==> config.mk <==
export PLATFORM = sky130hd
export DESIGN_NAME = lehmer_code_encoder
export DESIGN_NICKNAME = d
export VERILOG_FILES = /design/src/lce_pkg.sv /design/src/lce_cell.sv /design/src/lehmer_code_encoder.sv
export SDC_FILE = /design/constraint.sdc
export NUM_CORES = 1
export LEC_CHECK = 0
export BUFFER_PORTS_ARGS = -buffer_cell sky130_fd_sc_hd__clkbuf_2
export CORE_AREA = 5 5 127 129
export CTS_CLUSTER_DIAMETER = 200
export DETAILED_ROUTE_END_ITERATION = 16
export DIE_AREA = 0 0 132 134
export PLACE_DENSITY = 0.8
export SETUP_SLACK_MARGIN = 0.5
export SYNTH_ARGS = -nofsm -noshare
export SYNTH_HDL_FRONTEND = slang
export SYNTH_HIERARCHICAL = 1
export SYNTH_SLANG_ARGS = --single-unit
==> constraint.sdc <==
create_clock -name clk -period 5.35 [get_ports clk]
set_input_delay 0.2675 -clock clk [delete_from_list [all_inputs] [get_ports clk]]
set_output_delay 0.2675 -clock clk [all_outputs]
set_load 0.01 [all_outputs]
==> src/lce_pkg.sv <==
// shared types for the lehmer code encoder
`default_nettype none
package lce_pkg;

	localparam int unsigned ValW   = 4;
	localparam int unsigned DigitW = 4;
	localparam int unsigned CfgW   = 5;

	// word as it moves down the cell row
	typedef struct packed {
		logic [ValW-1:0]   val;
		logic [DigitW-1:0] count;
		logic              bad;
		logic              last;
	} word_t;

endpackage : lce_pkg
`default_nettype wire

==> src/lce_cell.sv <==
// one cell of the row: holds one used bit and one word in flight
`default_nettype none
module lce_cell #(
	parameter int unsigned IDX = 0
) (
	input  wire                clk,
	input  wire                arst_n,
	input  wire                up_valid,
	input  wire lce_pkg::word_t up_word,
	output logic               up_free,
	output logic               dn_valid,
	output lce_pkg::word_t     dn_word,
	input  wire                dn_free
);

	localparam logic [lce_pkg::ValW-1:0] MyVal = lce_pkg::ValW'(IDX);

	logic           valid_q;
	lce_pkg::word_t word_q;
	logic           used_q;
	logic           adv;
	logic           hit;
	logic           below;

	assign adv     = valid_q && dn_free;
	assign up_free = !valid_q || adv;

	assign hit   = !word_q.bad && (word_q.val == MyVal);
	assign below = (word_q.val > MyVal) && !used_q;

	always_comb begin
		dn_word       = word_q;
		dn_word.bad   = word_q.bad || (hit && used_q);
		dn_word.count = word_q.count + lce_pkg::DigitW'(below);
	end
	assign dn_valid = valid_q;

	always_ff @(posedge clk or negedge arst_n) begin
		if (!arst_n) begin
			valid_q <= 1'b0;
			used_q  <= 1'b0;
		end else begin
			if (up_free) begin
				valid_q <= up_valid;
			end
			// bit changes as the word leaves, so the next word sees it
			if (adv) begin
				used_q <= word_q.last ? 1'b0 : (used_q || hit);
			end
		end
	end

	always_ff @(posedge clk) begin
		if (up_free && up_valid) begin
			word_q <= up_word;
		end
	end

endmodule : lce_cell
`default_nettype wire

==> src/lehmer_code_encoder.sv <==
// lehmer code encoder top level: entry logic, cell row and output register
//
// channel   direction  handshake                   payload
// in        input      in_valid / in_stall         element_value
// out       output     out_valid / out_stall       lehmer_digit, last_of_perm, bad_element
// cfg       input      cfg_valid / cfg_ready       perm_length
//
// one word accepted every cycle while in_stall is low; each word walks the row of cells, one cell a
// cycle unless held, and then passes through the output register
// cell i holds used bit i and updates it as a word leaves, keeping words in order
// arst_n clears valid flags, used bits, position; perm_length resets to 16
// a stalled output holds; words collapse into empty cells, input stalls only
// when every cell and the output register are full
`default_nettype none
module lehmer_code_encoder #(
	parameter int unsigned MAX_LEN = 16
) (
	input  wire                           clk,
	input  wire                           arst_n,
	input  wire                           in_valid,
	output logic                          in_stall,
	input  wire  [lce_pkg::ValW-1:0]      element_value,
	output logic                          out_valid,
	input  wire                           out_stall,
	output logic [lce_pkg::DigitW-1:0]    lehmer_digit,
	output logic                          last_of_perm,
	output logic                          bad_element,
	input  wire                           cfg_valid,
	output logic                          cfg_ready,
	input  wire  [lce_pkg::CfgW-1:0]      perm_length
);

	// cells only for values an element can name
	localparam int unsigned NumVals = (MAX_LEN < (1 << lce_pkg::ValW)) ?
		MAX_LEN : (1 << lce_pkg::ValW);
	localparam int unsigned LenW  = $clog2(MAX_LEN + 1);
	localparam int unsigned CmpW  = (LenW > lce_pkg::CfgW) ? LenW : lce_pkg::CfgW;
	localparam int unsigned PosW  = $clog2(MAX_LEN);
	localparam logic [CmpW-1:0] MaxLen = CmpW'(MAX_LEN);

	logic [lce_pkg::CfgW-1:0] perm_length_q;
	logic [PosW-1:0]          pos_q;
	logic [CmpW-1:0]          len_raw;
	logic [CmpW-1:0]          len_eff;
	logic [CmpW:0]            pos_next;
	logic                     entry_last;
	logic                     accept;
	lce_pkg::word_t           entry_word;

	logic                     valid_c [0:NumVals];
	lce_pkg::word_t           word_c  [0:NumVals];
	logic                     free_c  [0:NumVals];

	logic                     out_valid_q;
	lce_pkg::word_t           out_word_q;
	logic                     out_free;

	// config register, always writable
	assign cfg_ready = 1'b1;

	always_ff @(posedge clk or negedge arst_n) begin
		if (!arst_n) begin
			perm_length_q <= lce_pkg::CfgW'(16);
		end else if (cfg_valid) begin
			perm_length_q <= perm_length;
		end
	end

	// clamp length into 1..MAX_LEN
	assign len_raw = CmpW'(perm_length_q);
	always_comb begin
		priority if (len_raw == '0) begin
			len_eff = CmpW'(1);
		end else if (len_raw > MaxLen) begin
			len_eff = MaxLen;
		end else begin
			len_eff = len_raw;
		end
	end

	// entry: range check and end-of-permutation decision
	assign accept     = in_valid && !in_stall;
	assign pos_next   = (CmpW + 1)'(pos_q) + (CmpW + 1)'(1);
	assign entry_last = pos_next >= {1'b0, len_eff};

	always_comb begin
		entry_word.val   = element_value;
		entry_word.count = '0;
		entry_word.bad   = CmpW'(element_value) >= len_eff;
		entry_word.last  = entry_last;
	end

	always_ff @(posedge clk or negedge arst_n) begin
		if (!arst_n) begin
			pos_q <= '0;
		end else if (accept) begin
			pos_q <= entry_last ? '0 : PosW'(pos_next);
		end
	end

	// row of cells
	assign valid_c[0] = in_valid;
	assign word_c[0]  = entry_word;
	assign in_stall   = !free_c[0];

	for (genvar i = 0; i < NumVals; i++) begin : g_cell
		lce_cell #(
			.IDX(i)
		) u_cell (
			.clk     (clk),
			.arst_n  (arst_n),
			.up_valid(valid_c[i]),
			.up_word (word_c[i]),
			.up_free (free_c[i]),
			.dn_valid(valid_c[i+1]),
			.dn_word (word_c[i+1]),
			.dn_free (free_c[i+1])
		);
	end

	// output register
	assign out_free         = !out_valid_q || !out_stall;
	assign free_c[NumVals]  = out_free;

	always_ff @(posedge clk or negedge arst_n) begin
		if (!arst_n) begin
			out_valid_q <= 1'b0;
		end else if (out_free) begin
			out_valid_q <= valid_c[NumVals];
		end
	end

	always_ff @(posedge clk) begin
		if (out_free && valid_c[NumVals]) begin
			out_word_q <= word_c[NumVals];
		end
	end

	assign out_valid    = out_valid_q;
	assign lehmer_digit = out_word_q.bad ? '0 : out_word_q.count;
	assign last_of_perm = out_word_q.last;
	assign bad_element  = out_word_q.bad;

	// input blocks only behind a held output word
	a_stall_needs_full: assert property (@(posedge clk) disable iff (!arst_n)
		in_stall |-> (out_valid_q && out_stall && valid_c[1]))
		else $error("input stalled without a held output word");

	// a final word restarts the position count
	a_last_resets_pos: assert property (@(posedge clk) disable iff (!arst_n)
		(accept && entry_last) |=> (pos_q == '0))
		else $error("position not cleared after final word");

	// a stalled output word stays valid and unchanged
	a_out_hold: assert property (@(posedge clk) disable iff (!arst_n)
		(out_valid && out_stall) |=>
		(out_valid && $stable({lehmer_digit, last_of_perm, bad_element})))
		else $error("stalled output word changed");

endmodule : lehmer_code_encoder
`default_nettype wire
# --- Word-level counts from Yosys, hierarchy flattened ---
# Cells that the tools add are included.
# W data, S select, Z words.
word_totals:
  reg_bits: 201
  latchBits: 0
  ramBits: 0
  mem_bits_ro: 0
  input_bits: 14
  out_inout_bits: 9
  word_cells: 338
  mem_count: 0
classes:
  addsub: 16
  mul: 0
  div: 0
  order_cmp: 19
  eq_ne: 15
  n_shift: 0
  n_mux: 20
  bitwise: 0
  reduce_logical: 167
op_table:
  columns: ["operator", "n"]
  rows:
  - ["$logic_and A1 B1 Y1", 65]
  - ["$add A4 B1 Y4", 14]
  - ["$logic_not A1 Y1", 51]
  - ["$logic_or A1 B1 Y1", 49]
  - ["$eq A4 B4 Y1 const B", 8]
  - ["$gt A4 B4 Y1 const B", 8]
  - ["$eq A4 B3 Y1 const B", 4]
  - ["$gt A4 B3 Y1 const B", 4]
  - ["$mux W1", 16]
  - ["$mux W5", 2]
  - ["$eq A4 B2 Y1 const B", 2]
  - ["$gt A4 B1 Y1 const B", 2]
  - ["$gt A4 B2 Y1 const B", 2]
  - ["$mux W4", 2]
  - ["$add A4 B1 Y5 const B", 1]
  - ["$ge A4 B5 Y1", 1]
  - ["$ge A5 B5 Y1", 1]
  - ["$gt A5 B5 Y1 const B", 1]
  - ["$logic_not A5 Y1", 1]
  - ["$eq A4 B1 Y1 const B", 1]
  - ["$logic_not A4 Y1", 1]
  - ["$add A1 B1 Y2", 1]

# --- Logic depth before layout (Yosys ltp) ---
logic_depth:
  ltp_word: 35
  ltp_mapped: 20
  ltp_nobuf: 20

# --- Cells and area by module ---
# Netlist, hierarchy kept.
modules_own_cells:
  columns: ["mod", "n_inst", "cells_per_inst", "area_each_um2", "seq_area_each_um2"]
  rows:
  - ["lehmer_code_encoder", 1, 74, 884.6, 431.7]
  - ["lce_cell (g_cell[2].u_cell)", 1, 33, 530.5, 350.3]
  - ["lce_cell (g_cell[4].u_cell)", 1, 33, 528.0, 350.3]
  - ["lce_cell (g_cell[8].u_cell)", 1, 32, 526.8, 350.3]
  - ["lce_cell (g_cell[0].u_cell)", 1, 32, 520.5, 350.3]
  - ["lce_cell (g_cell[10].u_cell)", 1, 33, 519.2, 350.3]
  - ["lce_cell (g_cell[9].u_cell)", 1, 33, 518.0, 350.3]
  - ["lce_cell (g_cell[6].u_cell)", 1, 33, 516.7, 350.3]
  - ["lce_cell (g_cell[5].u_cell)", 1, 33, 515.5, 350.3]
  - ["lce_cell (g_cell[13].u_cell)", 1, 32, 514.2, 350.3]
  - ["lce_cell (g_cell[3].u_cell)", 1, 33, 514.2, 350.3]
  - ["lce_cell (g_cell[14].u_cell)", 1, 33, 511.7, 350.3]
  - ["lce_cell (g_cell[11].u_cell)", 1, 33, 500.5, 350.3]
  - ["lce_cell (g_cell[12].u_cell)", 1, 32, 500.5, 350.3]
  - ["3 more rows", null, null, null, null]

# --- Worst setup path before layout ---
# No wires, ideal clock.
synth_timing:
  kind: "register to register"
  startpoint: "reg out_valid_q, in the netlist out_valid"
  endpoint: "reg pos_q[0]"
  setup_ps: 125
  t_arrival_ps: 3927
  required_time_ps: 5225
  slack_ps: 1298
  stages_incl_launch_ff: 21
  n_path_buf: 0
  period_less_slack_ps: 4052
  path_cell_list: "dfrtp_1 -> nand2_1 -> nand2b_1 -> nand2b_1 -> nand2b_1 -> nand2b_1 -> nand2b_1 -> nand2b_1 -> nand2b_1 -> nand2b_1 -> nand2b_1 -> nand2b_1 -> nand2b_1 -> nand2b_1 -> nand2b_1 -> nand2b_1 -> nand2b_1 -> nand2b_1 -> nand2_1 -> a211oi_2 -> mux2_2"
synth_lines:
  columns: ["item", "line", "rtl"]
  rows:
  - ["start, declared", "lehmer_code_encoder.sv:54", "logic out_valid_q;"]
  - ["start signal, assigned", "lehmer_code_encoder.sv:129", "out_valid_q <= valid_c[NumVals];"]
  - ["end signal, assigned", "lehmer_code_encoder.sv:97", "pos_q <= entry_last ? '0 : PosW'(pos_next);"]
  - ["end, declared", "lehmer_code_encoder.sv:42", "logic [PosW-1:0] pos_q;"]

==> impl_metrics.py <==
metrics = {
    "status": {
        "status": "finished, final reports clean",
    },
    "timing": {
        "max_clock_freq_ghz": 0.220,
        "fin_crit_ns": 4.55,
        "setup_viol_count_final": 0,
        "hold_viol": 0,
        "fin_skew_ns": 0.00762,
        "setup_ws_ns": 0.799,
        "worst_slew_pin_slew_ns": 0.553,
        "rsz0062_at_grt": "no",
        "slew_violations": 0,
        "relSlewSlack_pct": 63.1,
        "tns_ns": 0,
        "fin_crit_sh_pct": 85.1,
    },
    "drt": {
        "antenna_left": 0,
        "vias_per_cell": 5.62,
        "post_drt_wl_per_cell_um": 17.3,
        "firstDrtPassIters": 4,
        "vias": 4290,
        "drc": 0,
        "drt-initial-drc-count": 378,
        "routed_wl_um": 13200,
    },
    "yosys": {
        "syn_avg_cell_area_um2": 15.4,
        "synth_area_um2": 9040,
        "yosysWarnings": 6,
        "syn-instance-count": 587,
    },
    "critical_path": {
        "end_kind": "output port",
        "worst-setup-path-type": "flip-flop to output port",
        "r2r_end": "pos_q[0]",
        "crit_buf_inv": 2,
        "r2r-start": "out_valid",
        "reg2reg_setup_slack_ns": 1.12,
        "crit_required_ns": 5.08,
        "worstPathArrival_ns": 4.28,
        "worstRegToRegCells": 20,
        "cp_max_fo": 5,
        "worst_path_most_repeated_cell": "nand2b_4",
        "slowest_delay_ns": 0.35,
        "cp_slowest_cell": "dfrtp_1",
        "startpoint_type": "flip-flop",
        "path_cells": "nand2_1 -> nand2b_4 -> nand2b_1 -> nand2b_2 -> nand2b_4 -> nand2b_2 -> nand2b_4 -> nand2b_4 -> nand2b_1 -> nand2b_4 -> nand2b_2 -> nand2b_4 -> nand2b_2 -> nand2b_4 -> nand2b_1 -> nand2b_4 -> nand2b_2 -> inv_1 -> clkbuf_2",
        "path_delay_family": "simple AND/OR/NAND/NOR gates",
    },
    "hold_path": {
        "hold_path.class": "primary input to flip-flop",
        "holdPathStages": 2,
        "min-delay-start": "perm_length[1]",
        "whs_endpoint": "len_raw[1]",
    },
    "final_layout": {
        "diodes": 0,
        "area_growth_pct": 5.96,
        "layout-drive-gt1-share_pct": 16.5,
        "final_util_pct": 64.2,
        "fin_cells": 763,
        "most-common-layout-cells": "edfxtp_1, dfrtp_1, ha_1",
        "final_nets": 614,
        "final_common_cell": "edfxtp_1",
    },
    "power": {
        "ir_drop_uv": 307,
        "p_sw_uw": 1080,
        "p_int_uw": 3280,
        "p_clk_share_pct": 31.9,
        "comb_power_share_pct": 13.6,
        "p_leak_uw": 0.00383,
        "swShare_pct": 24.8,
        "power_density_nw_per_um2": 454,
        "finalPower_uw": 4350,
        "seq_power_share_pct": 54.5,
    },
    "die": {
        "core_area_um2": 14900,
        "die_w_um": 132,
        "die_h_um": 134,
        "dieArea_um2": 17700,
        "rows": 45,
        "io_pins": 23,
        "start_util_pct": 60.6,
    },
    "global_route": {
        "grt_pass1_wl_um": 22700,
        "grt_max_degree": 43,
        "grt-ovfl-total": 0,
        "antenna_found_initial": 0,
        "grt_pass1_vias": 4668,
        "grt_util_all_layers_pct": 15.6,
    },
    "placement": {
        "dp_slack_ns": 0.711,
        "gp_congestion": 0.746,
        "dp.cells": 719,
        "dpl.hpwl_um": 8820,
        "port_buffers": 21,
    },
    "clock_tree": {
        "cts_tree": "done",
        "cts_root_buf": "clkbuf_16",
        "cts_buffer_depth": 3,
        "numCtsBuffers": 21,
        "path_clk_slew_ns": 0.06,
        "clock-sinks": 208,
        "cts-htree-levels": 1,
        "clock_latency_ns": 0.49,
    },
    "run": {
        "cap_viol_max_count": 0,
    },
}
-- what timing repair did --
action	CTS	global route
endpoints found under the setup margin	1	14
buffers inserted	0	0
hold buffers	6	0
gates cloned	0	0
endpoints found under the hold margin	46	0
resized for setup	5	9
-- per-layer routing --
layer  global-route usage (%)  up-vias  part of all wire [%]
met5                        0        -                     0
met4                     5.09        0                   2.0
met3                     2.48       26                   4.2
met2                     28.0       94                    53
met1                     19.5     2133                    41
li1                         -     2037                     -
-- worst max path at each step --
stage                     slack [ns]  depth (start not counted)       from  endpoint
after floorplan                 1.30                         20  out_valid  pos_q[0]
after global placement          0.90                         21  out_stall  pos_q[0]
after detailed placement        0.71                         21  out_stall  pos_q[0]
after CTS                       0.50                         19  out_valid  in_stall
after global routing            0.51                         19  out_valid  in_stall
final                           0.80                         19  out_valid  in_stall
-- metrics by stage --
| step | hold slack (ns) | cell area [um^2] |
|---|---|---|
| 6_report | 0.0220 | 9580 |
| 3_3_place_gp | 0.376 | 8790 |
| 5_1_grt | 0.0147 | 9580 |
| 2_1_floorplan | -0.0281 | 9050 |
| 3_5_place_dp | 0.374 | 8790 |
| 4_1_cts | 0.00782 | 9540 |
-- sequential cells by signal, summed over array words and instances, names as in the netlist --
register	cells
pos_q	4
len_raw	5
bad_element	1
g_cell.u_cell/used_q	16
g_cell.u_cell/dn_valid	16
out_word_q	4
out_valid	1
g_cell.u_cell/dn_word	80
g_cell.u_cell/word_q	80
last_of_perm	1
-- cell type report --
| class | instances | area (um^2) |
|---|---|---|
| well taps | 188 | 235 |
| inverters | 3 | 11.3 |
| clock buffers | 27 | 548 |
| flip-flops and latches | 208 | 6040 |
| fillers | 987 | 5340 |
| clock inverters | 11 | 108 |
| repair buffers | 28 | 173 |
| multi-input cells | 298 | 2470 |
-- worst register-to-register path, stage by stage, from the launching register on --
cell and delay, ns:
dfrtp_1 0.35, nand2_1 0.12, nand2b_4 0.19, nand2b_1 0.20, nand2b_2 0.24, nand2b_4 0.17, nand2b_2 0.21, nand2b_4 0.18
nand2b_4 0.17, nand2b_1 0.22, nand2b_4 0.18, nand2b_2 0.22, nand2b_4 0.17, nand2b_2 0.22, nand2b_4 0.17, nand2b_1 0.19
nand2b_4 0.18, nand2b_2 0.23, nand2_1 0.17, a211oi_2 0.08, mux2_2 0.27
-- power by group through the flow --
stage / registers [uW] / clock network, uW / logic [uW]
floorplan: 2330 / 0 / 529
global placement: 2370 / 0 / 540
detailed placement: 2390 / 0 / 580
CTS: 2370 / 1420 / 598
global route: 2410 / 1500 / 674
finish: 2370 / 1390 / 591
Note: power is estimated with default switching activity, not from simulation.
